### src/geth_pkg.sv
`timescale 1ns / 1ps
// ----------------------------------------------------------------------------
// geth_pkg - shared definitions for the gated event-type histogram
// Defaults, configuration register indexes and the cell control bundle.
// ----------------------------------------------------------------------------
package geth_pkg;

    // Defaults for the top-level parameters
    localparam int NUM_TYPES_DEF   = 64;
    localparam int COUNT_WIDTH_DEF = 32;

    // Configuration port shape
    localparam int CFG_ADDR_W = 3;
    localparam int CFG_DATA_W = 64;

    // Configuration register indexes
    localparam logic [CFG_ADDR_W-1:0] REG_TYPE_MASK     = 3'd0;
    localparam logic [CFG_ADDR_W-1:0] REG_TICK_INTERVAL = 3'd1;
    localparam logic [CFG_ADDR_W-1:0] REG_START_TYPE    = 3'd2;
    localparam logic [CFG_ADDR_W-1:0] REG_STOP_TYPE     = 3'd3;
    localparam logic [CFG_ADDR_W-1:0] REG_TICK_TYPE_A   = 3'd4;
    localparam logic [CFG_ADDR_W-1:0] REG_TICK_TYPE_B   = 3'd5;

    // Per-cell control: rotate the chain by one, or bump this cell's count
    typedef struct packed {
        logic shift;
        logic inc;
    } cell_ctl_t;

endpackage

### src/geth_cell.sv
`timescale 1ns / 1ps
// ----------------------------------------------------------------------------
// geth_cell - one counter cell of the histogram chain
// Holds one saturating count; takes its neighbor's count when the chain shifts.
// ----------------------------------------------------------------------------
module geth_cell
    import geth_pkg::*;
#(
    parameter int COUNT_WIDTH = COUNT_WIDTH_DEF
) (
    input  logic                   aclk,
    input  logic                   aresetn,
    input  cell_ctl_t              ctl,
    input  logic [COUNT_WIDTH-1:0] shift_in,
    output logic [COUNT_WIDTH-1:0] count
);

    logic [COUNT_WIDTH-1:0] count_reg;
    logic [COUNT_WIDTH-1:0] count_next;

    // Shift from the neighbor, or increment and hold at full scale
    always_comb begin
        count_next = count_reg;
        if (ctl.shift) begin
            count_next = shift_in;
        end else if (ctl.inc && !(&count_reg)) begin
            count_next = count_reg + COUNT_WIDTH'(1);
        end
    end

    always_ff @(posedge aclk) begin
        if (!aresetn) begin
            count_reg <= '0;
        end else begin
            count_reg <= count_next;
        end
    end

    assign count = count_reg;

endmodule

### config.mk
export PLATFORM = sky130hd
export DESIGN_NAME = geth_cell
export DESIGN_NICKNAME = d
export VERILOG_FILES = /design/src/geth_pkg.sv /design/src/geth_cell.sv
export SDC_FILE = /design/constraint.sdc
export NUM_CORES = 1
export LEC_CHECK = 0
export BUFFER_PORTS_ARGS = -buffer_cell sky130_fd_sc_hd__buf_2
export CAP_MARGIN = 20
export CORE_ASPECT_RATIO = 1.4
export CORE_MARGIN = 8
export CORE_UTILIZATION = 47
export CTS_CLUSTER_DIAMETER = 80
export DETAILED_ROUTE_END_ITERATION = 8
export GPL_TIMING_DRIVEN = 0
export PLACE_DENSITY = 0.85
export REMOVE_ABC_BUFFERS = 1
export SYNTH_ARGS = -nofsm -noshare
export SYNTH_HDL_FRONTEND = slang
export SYNTH_SLANG_ARGS = --single-unit
### constraint.sdc
create_clock -name aclk -period 2.6 [get_ports aclk]
set_input_delay 0.52 -clock aclk [delete_from_list [all_inputs] [get_ports aclk]]
set_output_delay 0.52 -clock aclk [all_outputs]
set_load 0.01 [all_outputs]
==> metrics.log, run 1 <==
INFO  metric status = complete, no violations
INFO  metric power.sequential.fraction = 49.6%
INFO  metric final.fill_count = 362
INFO  metric antenna_found_initial = 0
INFO  metric critical_path_arrival = 2690 ps
INFO  metric report.power.total = 1160 uW
INFO  metric global_route.overflow_total = 0
INFO  metric numPortBuffers = 67
INFO  metric drt_wl_total = 5.58 mm
INFO  metric async_flop_share = 0%
INFO  metric worst_setup_hold_path_clk_slew = 70 ps
INFO  metric grt_max_degree = 33
INFO  metric p_leak = 0.000953 uW
INFO  metric wl_per_cell = 16.2 um
INFO  metric family_with_the_most_delay_on_the_worst_path = simple AND/OR/NAND/NOR gates
INFO  metric clock.fmax = 0.405 GHz
INFO  metric power.combinational.fraction = 15.5%
INFO  metric syn_to_final_growth = 23.0%
INFO  metric syn_area_per_cell = 8.21 um2
INFO  metric worst_ep_required_time = 2810 ps
INFO  metric layout.area.seq = 641 um2
INFO  metric tritoncts = yes
INFO  metric number_of_endpoints_failing_setup_at_the_final_stage = 0
INFO  metric share_clk_of_total_power = 34.9%
INFO  metric yosys_warnings = 0
INFO  metric htree_levels = 2
INFO  metric tritoncts.num_buffers = 5
INFO  metric powerDensity = 487 nW/um2
INFO  metric io_pins = 68
INFO  metric yosysTopAreaCell = sky130_fd_sc_hd__dfxtp_1
INFO  metric worst-path-buf-inv = 0
INFO  metric core = 3950 um2
INFO  metric seq_area_frac_synth = 33.1%
INFO  metric fp.dieArea = 6460 um2
INFO  metric sw_frac_of_total = 28.6%
INFO  metric groute.usage.overall = 16.3%
INFO  metric yosysTopAreaCellShare = 33.1%
INFO  metric synth_cell_types = 45
INFO  metric period_share = 95.1%
INFO  metric cts_root_buffer = sky130_fd_sc_hd__clkbuf_8
INFO  metric power_report.internal_total = 828 uW
INFO  metric critical_path.most_common_cell = sky130_fd_sc_hd__or4_1
INFO  metric finish.net_count = 338
INFO  metric drtAntennaViolNets = 0
INFO  metric grt_first_pass_wirelength = 8.89 mm
INFO  metric critical_path.reg2reg.endpoint = count[28]$_SDFFE_PN0P_
INFO  metric largest_reg_flops = 32
INFO  metric dpl.hpwl = 4.14 mm
INFO  metric via_count_of_the_first_global_routing_pass = 1948
INFO  metric max_cap_viol_count = 0
INFO  metric total_switching_power = 332 uW
INFO  metric report.final.hold_viol_count = 0
INFO  metric post_synth_edffs = 0
INFO  metric yosys_most_used_dff = sky130_fd_sc_hd__dfxtp_1
INFO  metric r2r_start = count[0]$_SDFFE_PN0P_
INFO  metric crit_chain = ha_1 -> and4_1 -> nand3_2 -> or4_1 -> or4_1 -> a31oi_1
INFO  metric postSynthRegisterBits = 32
INFO  metric cts.sinks = 32
INFO  metric path_max_fanout = 8
INFO  metric diodes = 0
INFO  metric drt_pass1_iterations = 4
INFO  metric drive_above_1_share = 28.1%
INFO  metric synth.most_common_cell = sky130_fd_sc_hd__o21ai_0
INFO  metric postPlaceCellArea = 2260 um2
INFO  metric power.ir.vdd_worst = 398 uV
INFO  metric number_of_cells_on_the_worst_reg_to_reg_path = 6
INFO  metric hold_path_startpoint = shift_in[4]
INFO  metric floorplan.initialDensity = 49.0%
INFO  metric netlist_top_cells_count = 35 x sky130_fd_sc_hd__o21ai_0, 32 x sky130_fd_sc_hd__dfxtp_1, 26 x sky130_fd_sc_hd__a21oi_1
INFO  metric die_height = 92.0 um
INFO  metric postLayoutCellArea = 2380 um2
INFO  metric worst_hold_path.num_cells = 3
INFO  metric min_path_type = input pin to flop
INFO  metric multi_input_comb_area = 1190 um2
INFO  metric max-clock-path-buffers = 2
INFO  metric clock_insertion_delay_worst_skew = 290 ps
INFO  metric worstHoldEndpoint = count[4]$_SDFFE_PN0P_
INFO  metric fin_skew = 4.94 ps
INFO  metric rows = 27
INFO  metric rrSetupSlack = 130 ps
INFO  metric setup_repair_after_global_routing_missed_its_margin = false
INFO  metric post_synth_inst_count = 236
INFO  metric critPathCaptureType = flop
INFO  metric route.detailed.drc = 0
INFO  metric gp_routability_congestion = 0.808
INFO  metric period_minus_slack = 2470 ps
INFO  metric slew-limit-headroom = 54.8%
INFO  metric cpMaxStageDelayCell = sky130_fd_sc_hd__or4_1
INFO  metric synth_top_cells_by_area = sky130_fd_sc_hd__dfxtp_1 33%, sky130_fd_sc_hd__o21ai_0 9.0%, sky130_fd_sc_hd__xnor2_1 6.8%
INFO  metric worst-setup-path-type = flop to flop
INFO  metric final-max-slew-violation-count = 0
INFO  metric via_per_inst = 6.07
INFO  metric first_iter_violations = 86
INFO  metric tightestPinTransition = 674 ps
INFO  metric via_count = 2094
INFO  metric synth_area = 1940 um2
INFO  metric crit_path_start_kind = flop
INFO  metric die_w = 70.3 um
INFO  metric crit_path_max_incr_delay = 650 ps
==> metrics by stage <==
stage                     hold WS (ps)  instances  setup WS, ps  setup TNS (ps)  utilization [%]
after floorplan                    525        223          82.4               0                -
after global placement             510        333          -471           -3280             56.4
after detailed placement           516        334         -10.4           -10.4             57.2
after CTS                          492        342           136               0             59.7
after global routing               512        345          8.47               0             60.3
final                              494        345           128               0             60.3
==> cell families (layout without fill, tap and decap cells) <==
logic type | Yosys count | after routing | share of synthesized area, %
AO/OA/AOI/OAI | 89 | 89 | 27.1
XOR/XNOR | 17 | 17 | 7.68
adder cells (fa/ha/maj) | 1 | 1 | 0.645
buffers and inverters | 19 | 85 | 6.26
flip-flops | 32 | 32 | 33.1
multiplexers | 2 | 2 | 1.03
AND/OR/NAND/NOR | 76 | 76 | 24.2
==> worst max path at each step <==
stage / startpoint / to / cells past startpoint / slack, ps
after global placement: count[0]$_SDFFE_PN0P_ / count[0]$_SDFFE_PN0P_ / 6 / -470
after floorplan: count[0]$_SDFFE_PN0P_ / count[0]$_SDFFE_PN0P_ / 6 / 80
after detailed placement: count[0]$_SDFFE_PN0P_ / count[0]$_SDFFE_PN0P_ / 6 / -10
after CTS: count[0]$_SDFFE_PN0P_ / count[28]$_SDFFE_PN0P_ / 6 / 140
after global routing: count[0]$_SDFFE_PN0P_ / count[28]$_SDFFE_PN0P_ / 6 / 8
final: count[0]$_SDFFE_PN0P_ / count[28]$_SDFFE_PN0P_ / 6 / 130
==> worst min-delay path: cells and delay by family <==
family | cells | cell delay, ps
AO/OA/AOI/OAI | 2 | 160
buffers and inverters | 1 | 70
==> cell usage in the layout (no fill, tap or decap), types with 2 or more instances in the layout <==
cell and instances:
sky130_fd_sc_hd__a2111oi_0 2, sky130_fd_sc_hd__a211oi_1 8, sky130_fd_sc_hd__a21oi_1 26, sky130_fd_sc_hd__a31oi_1 8, sky130_fd_sc_hd__and2_1 2, sky130_fd_sc_hd__and3_1 3, sky130_fd_sc_hd__and4_1 4, sky130_fd_sc_hd__buf_2 67
sky130_fd_sc_hd__buf_4 3, sky130_fd_sc_hd__clkbuf_1 2, sky130_fd_sc_hd__clkbuf_8 6, sky130_fd_sc_hd__dfxtp_1 32, sky130_fd_sc_hd__inv_1 5, sky130_fd_sc_hd__mux2i_1 2, sky130_fd_sc_hd__nand2_1 11, sky130_fd_sc_hd__nand2b_1 5
sky130_fd_sc_hd__nand3_1 11, sky130_fd_sc_hd__nand4_1 11, sky130_fd_sc_hd__nor2_1 2, sky130_fd_sc_hd__nor3_1 5, sky130_fd_sc_hd__nor4_1 5, sky130_fd_sc_hd__nor4_4 2, sky130_fd_sc_hd__o211a_1 3, sky130_fd_sc_hd__o21ai_0 35
sky130_fd_sc_hd__o31ai_1 2, sky130_fd_sc_hd__or3_1 5, sky130_fd_sc_hd__or4_1 3, sky130_fd_sc_hd__xnor2_1 15, sky130_fd_sc_hd__xor2_1 2
==> layer usage <==
metal	vias to the layer above	GRT usage, %	part of all wire, %
li1	1034	-	-
met1	976	15.9	40
met2	75	30.4	52
met3	9	6.47	7.6
met4	0	4.54	1.2
met5	-	0	0
==> cell type report <==
| type | instances | area share (%) |
|---|---|---|
| clock buffers | 8 | 3.78 |
| inverters | 6 | 0.945 |
| flip-flops and latches | 32 | 26.9 |
| well taps | 43 | 2.26 |
| repair buffers | 71 | 16.2 |
| multi-input cells | 185 | 50.0 |
==> power by group through the flow <==
stage	sequential, uW	clock (uW)	combinational, uW
after floorplan	593	0	74.6
after global placement	582	0	173
after detailed placement	585	0	182
after CTS	574	411	182
after global routing	581	428	201
final	575	405	180
==> timing repair <==
| item | 4_1_cts | 5_1_grt |
|---|---|---|
| hold buffers | 0 | 0 |
| gates resized for setup | 1 | 0 |
| hold endpoints to repair | 0 | 0 |
| endpoints found under the setup margin | 1 | 5 |
| buffers inserted | 0 | 3 |
| pin swaps | 0 | 1 |
No activity file was read; power rests on OpenSTA's default activity.
==> run 2: changes to the inputs <==
- REMOVE_ABC_BUFFERS: 1 -> default
==> run 2 against run 1 <==
Effect of this change: critical path depth rose by 1; non-clock buffer count rose by 8; combinational power rose by 6%; clock power rose by 4.9%; largest power group unchanged; final cell count rose by 2.0%; die area did not move; critical endpoint unchanged; wire length rose by 8.5%; flip-flop and latch count did not move; count of clock-buffer cells in the layout fell by 1; maximum frequency rose by 1.9%.
==> metrics.log, run 2 (same netlist as run 1, synthesis figures left out) <==
INFO  metric status = complete, no violations
INFO  metric clock.fmax = 0.412 GHz
INFO  metric groute.usage.overall = 18.5%
INFO  metric worst_ep_required_time = 2820 ps
INFO  metric cts_hold_buffers = 0
INFO  metric synth.net_count = 273
INFO  metric report.final.hold_viol_count = 0
INFO  metric floorplan.initialDensity = 49.0%
INFO  metric critical_path.reg2reg.endpoint = count[28]$_SDFFE_PN0P_
INFO  metric via_count = 2155
INFO  metric tritoncts = yes
INFO  metric critPathCaptureType = flop
INFO  metric io_pins = 68
INFO  metric largest_reg_flops = 32
INFO  metric route.detailed.drc = 0
INFO  metric slew-limit-headroom = 54.6%
INFO  metric grt_first_pass_wirelength = 9.97 mm
INFO  metric antenna_found_initial = 0
INFO  metric power_report.internal_total = 854 uW
INFO  metric min_path_type = input pin to flop
INFO  metric worstHoldEndpoint = count[4]$_SDFFE_PN0P_
INFO  metric worst_setup_hold_path_clk_slew = 70 ps
INFO  metric share_clk_of_total_power = 35.6%
INFO  metric critical_path.most_common_cell = sky130_fd_sc_hd__or4_1
INFO  metric period_minus_slack = 2430 ps
INFO  metric number_of_endpoints_failing_setup_at_the_final_stage = 0
INFO  metric cts_root_buffer = sky130_fd_sc_hd__clkbuf_8
INFO  metric drt_pass1_iterations = 4
INFO  metric worst_hold_path.num_cells = 3
INFO  metric final-max-slew-violation-count = 0
INFO  metric p_leak = 0.000964 uW
INFO  metric die_height = 92.0 um
INFO  metric die_w = 70.3 um
INFO  metric wl_per_cell = 17.2 um
INFO  metric worst-setup-path-type = flop to flop
INFO  metric number_of_cells_on_the_worst_reg_to_reg_path = 7
INFO  metric drive_above_1_share = 26.5%
INFO  metric cpMaxStageDelayCell = sky130_fd_sc_hd__or4_1
INFO  metric power.ir.vdd_worst = 442 uV
INFO  metric dpl.hpwl = 4.54 mm
INFO  metric max_cap_viol_count = 0
INFO  metric crit_chain = ha_1 -> and4_1 -> nand3_2 -> or4_1 -> clkbuf_2 -> or4_1 -> a31oi_1
INFO  metric sw_frac_of_total = 28.4%
INFO  metric via_per_inst = 6.12
INFO  metric htree_levels = 2
INFO  metric layout_commonest_cell = sky130_fd_sc_hd__buf_2
INFO  metric cts.sinks = 32
INFO  metric via_count_of_the_first_global_routing_pass = 2185
INFO  metric setup_tns_after_final_layout = 0 ps
INFO  metric syn_to_final_growth = 24.8%
INFO  metric tritoncts.num_buffers = 5
INFO  metric diodes = 0
INFO  metric rrSetupSlack = 170 ps
INFO  metric max-clock-path-buffers = 2
INFO  metric power.combinational.fraction = 16.0%
INFO  metric first_iter_violations = 149
INFO  metric clock_insertion_delay_worst_skew = 290 ps
INFO  metric path_max_fanout = 8
INFO  metric r2r_start = count[0]$_SDFFE_PN0P_
INFO  metric crit_path_max_incr_delay = 490 ps
INFO  metric total_switching_power = 338 uW
INFO  metric gp_routability_congestion = 0.885
INFO  metric crit_path_start_kind = flop
INFO  metric setup_repair_after_global_routing_missed_its_margin = false
INFO  metric fin_skew = 5.16 ps
INFO  metric finish.net_count = 346
INFO  metric rows = 27
INFO  metric pre_cts_slack = 98.5 ps
INFO  metric post-cts-setup-buffers = 0
INFO  metric numPortBuffers = 66
INFO  metric grt_max_degree = 11
INFO  metric drt_wl_total = 6.05 mm
INFO  metric setup_slack = 174 ps
INFO  metric fp.dieArea = 6460 um2
INFO  metric powerDensity = 493 nW/um2
INFO  metric drtAntennaViolNets = 0
INFO  metric critical_path_arrival = 2650 ps
INFO  metric power.sequential.fraction = 48.3%
INFO  metric global_route.overflow_total = 0
INFO  metric layout_common_cells = 66 x sky130_fd_sc_hd__buf_2, 35 x sky130_fd_sc_hd__o21ai_0, 32 x sky130_fd_sc_hd__dfxtp_1
INFO  metric tightestPinTransition = 663 ps
INFO  metric hold_path_startpoint = shift_in[4]
INFO  metric ctsResizeCount = 0
INFO  metric core = 3950 um2
INFO  metric period_share = 93.3%
run 2: worst max-delay path by stage:
stage                           from                     end  slack (ps)
2_1_floorplan  count[0]$_SDFFE_PN0P_  count[26]$_SDFFE_PN0P_         350
3_3_place_gp                  ctl[0]  count[29]$_SDFFE_PN0P_         170
3_5_place_dp                  ctl[0]  count[29]$_SDFFE_PN0P_         100
4_1_cts        count[0]$_SDFFE_PN0P_  count[28]$_SDFFE_PN0P_         170
5_1_grt        count[0]$_SDFFE_PN0P_  count[28]$_SDFFE_PN0P_          60
6_report       count[0]$_SDFFE_PN0P_  count[28]$_SDFFE_PN0P_         170
run 2: critical path: cells and delay by family (launching register included):
kind,cells,cell delay (ps)
and+or+nand+nor,4,1360
DFF,1,410
AOI/OAI and AO/OA,1,170
adders and majority gates,1,240
buffers and inverters,1,190
run 2: power groups by stage:
stage	clock (uW)	sequential (uW)	combinational (uW)
2_1_floorplan	0	593	91.3
3_3_place_gp	0	583	187
3_5_place_dp	0	585	193
4_1_cts	430	574	194
5_1_grt	452	581	211
6_report	425	576	191
run 2: metrics by stage:
stage | util, % | area [um2] | instances | total power, uW | hold slack [ps]
finish | 61.2 | 2420 | 352 | 1190 | 491
global route | 61.2 | 2420 | 352 | 1250 | 487
CTS | 61.2 | 2420 | 352 | 1200 | 488
detailed placement | 58.8 | 2320 | 345 | 778 | 519
global placement | 58.8 | 2320 | 345 | 770 | 506
floorplan | - | 1940 | 236 | 684 | 526
run 2: cell type report:
class | instances | area (um2)
Clock buffer | 7 | 96.3
Fill cell | 353 | 1530
Timing Repair Buffer | 66 | 330
Multi-Input combinational cell | 185 | 1180
Tap cell | 43 | 53.8
Sequential cell | 32 | 641
Buffer | 13 | 98.8
Inverter | 6 | 22.5
run 2: layer usage:
| metal | up-vias | global-route usage, % | share of wire (%) |
|---|---|---|---|
| li1 | 1054 | - | - |
| met1 | 1010 | 18.0 | 38 |
| met2 | 77 | 33.6 | 53 |
| met3 | 14 | 5.93 | 6.7 |
| met4 | 0 | 9.75 | 2.7 |
| met5 | - | 0 | 0 |
==> run 3: changes to the inputs <==
- PLACE_DENSITY: 0.85 -> 0.76
- clock period: 2.6 -> 3.1 ns (I/O delays scaled with it)
==> run 3 against run 2 <==
Effect of this change: utilization fell by 0.095 points; flip-flop and latch count did not move; largest power group unchanged; register-to-register slack improved by 470 ps; global-route usage fell by 1.1 points; final area fell by 0.16%.
==> metrics.log, run 3 (same netlist as run 1, synthesis figures left out) <==
INFO  metric setup_slack = 641 ps
INFO  metric path_max_fanout = 8
INFO  metric numPlacedInstances = 345
INFO  metric cts_hold_buffers = 0
INFO  metric pre_cts_slack = 526 ps
INFO  metric layout_commonest_cell = sky130_fd_sc_hd__buf_2
INFO  metric final-max-slew-violation-count = 0
INFO  metric wl_per_cell = 16.5 um
INFO  metric io_pins = 68
INFO  metric grt_first_pass_wirelength = 9.52 mm
INFO  metric floorplan.initialDensity = 49.0%
INFO  metric clock_insertion_delay_worst_skew = 290 ps
INFO  metric via_count_of_the_first_global_routing_pass = 2036
INFO  metric drive_above_1_share = 26.8%
INFO  metric powerDensity = 406 nW/um2
INFO  metric cpMaxStageDelayCell = sky130_fd_sc_hd__or4_1
INFO  metric tritoncts = yes
INFO  metric drt_pass1_iterations = 4
INFO  metric setup_tns_after_final_layout = 0 ps
INFO  metric ctsResizeCount = 0
INFO  metric r2r_start = count[0]$_SDFFE_PN0P_
INFO  metric cts_root_buffer = sky130_fd_sc_hd__clkbuf_8
INFO  metric groute.usage.overall = 17.4%
INFO  metric critical_path.most_common_cell = sky130_fd_sc_hd__or4_1
INFO  metric via_per_inst = 5.88
INFO  metric clock.fmax = 0.407 GHz
INFO  metric crit_start = count[0]$_SDFFE_PN0P_
INFO  metric report.final.hold_viol_count = 0
INFO  metric min_path_type = flop to flop
INFO  metric rows = 27
INFO  metric antenna_found_initial = 0
INFO  metric htree_levels = 2
INFO  metric worst_setup_hold_path_clk_slew = 70 ps
INFO  metric tritoncts.num_buffers = 5
INFO  metric synth.net_count = 273
INFO  metric largest_reg_flops = 32
INFO  metric global_route.overflow_total = 0
INFO  metric finish.net_count = 346
INFO  metric first_iter_violations = 122
INFO  metric diodes = 0
INFO  metric layout_common_cells = 66 x sky130_fd_sc_hd__buf_2, 35 x sky130_fd_sc_hd__o21ai_0, 32 x sky130_fd_sc_hd__dfxtp_1
INFO  metric status = complete, no violations
INFO  metric slew-limit-headroom = 58.0%
INFO  metric number_of_endpoints_failing_setup_at_the_final_stage = 0
INFO  metric dpl.hpwl = 4.41 mm
INFO  metric finish.cell_count_without_fillers = 353
INFO  metric critical_path_arrival = 2680 ps
INFO  metric worst_ep_required_time = 3320 ps
INFO  metric syn_to_final_growth = 24.6%
INFO  metric crit_path_start_kind = flop
INFO  metric p_leak = 0.000965 uW
INFO  metric cts.sinks = 32
INFO  metric core = 3950 um2
INFO  metric fin_skew = 10.1 ps
INFO  metric worst-setup-path-type = flop to flop
INFO  metric report.power.total = 982 uW
INFO  metric critPathCaptureType = flop
INFO  metric route.detailed.drc = 0
INFO  metric max_cap_viol_count = 0
INFO  metric drtAntennaViolNets = 0
INFO  metric power.ir.vdd_worst = 300 uV
INFO  metric max-clock-path-buffers = 2
INFO  metric setup_repair_after_global_routing_missed_its_margin = false
INFO  metric period_share = 79.3%
INFO  metric gp_routability_congestion = 0.916
INFO  metric fp.dieArea = 6460 um2
INFO  metric via_count = 2075
INFO  metric tightestPinTransition = 615 ps
INFO  metric layout.area.seq = 641 um2
INFO  metric postPlaceCellArea = 2320 um2
INFO  metric period_minus_slack = 2460 ps
INFO  metric post-cts-setup-buffers = 0
INFO  metric die_height = 92.0 um
INFO  metric postLayoutCellArea = 2410 um2
INFO  metric hold_path_startpoint = count[23]$_SDFFE_PN0P_
INFO  metric drt_wl_total = 5.83 mm
INFO  metric numPortBuffers = 66
INFO  metric crit_path_max_incr_delay = 480 ps
INFO  metric multi_input_comb_area = 1180 um2
INFO  metric crit_chain = ha_1 -> and4_1 -> nand3_2 -> or4_1 -> clkbuf_2 -> or4_1 -> a31oi_1
INFO  metric die_w = 70.3 um
INFO  metric final.fill_count = 401
INFO  metric grt_max_degree = 11
==> run 3: cell types whose count changed in the layout (fill, tap and decap cells not counted) <==
| cell | change |
|---|---|
| sky130_fd_sc_hd__clkinv_2 | +2 |
| sky130_fd_sc_hd__clkbuf_8 | -1 |
==> run 3: path summary, 6_finish.rpt <==
| kind | end | slack (ps) | depth (start not counted) |
|---|---|---|---|
| setup / recovery | count[28]$_SDFFE_PN0P_ | 640 | 7 |
| hold reg to reg | count[23]$_SDFFE_PN0P_ | 540 | 2 |
| setup reg to reg | count[28]$_SDFFE_PN0P_ | 640 | 7 |
| hold / removal | count[23]$_SDFFE_PN0P_ | 540 | 2 |
==> run 3: per-layer routing <==
metal | part of all wire (%) | global-route usage (%) | wire length [um]
met5 | 0 | 0 | 0
met4 | 1.0 | 4.71 | 59
met1 | 40 | 19.1 | 2330
met2 | 53 | 31.4 | 3070
met3 | 6.2 | 4.96 | 364
==> run 3: power by group <==
part / leakage, uW / switching, uW / total (uW) / internal [uW]
Clock: 0.0000510 / 164 / 341 / 177
Combinational: 0.000648 / 81.2 / 159 / 77.6
Sequential: 0.000266 / 41.3 / 482 / 441
Total: 0.000965 / 286 / 982 / 696
==> run 3: final cells by class <==
| cell class | count | area share (%) |
|---|---|---|
| Inverter | 6 | 0.933 |
| Timing Repair Buffer | 66 | 13.7 |
| Clock buffer | 6 | 3.42 |
| Multi-Input combinational cell | 185 | 48.7 |
| Buffer | 13 | 4.09 |
| Sequential cell | 32 | 26.5 |
| Clock inverter | 2 | 0.415 |
| Tap cell | 43 | 2.23 |
==> run 3: critical path: cells and delay by family (launching register included) <==
kind                       cells  cell delay, ps
buffers and inverters          1             190
adders and majority gates      1             230
DFF                            1             400
and+or+nand+nor                4            1380
AOI/OAI and AO/OA              1             180
==> run 3: through the flow <==
| stage | hold slack [ps] | utilization [%] |
|---|---|---|
| 2_1_floorplan | 526 | - |
| 3_3_place_gp | 508 | 58.8 |
| 3_5_place_dp | 525 | 58.8 |
| 4_1_cts | 535 | 61.1 |
| 5_1_grt | 559 | 61.1 |
| 6_report | 536 | 61.1 |
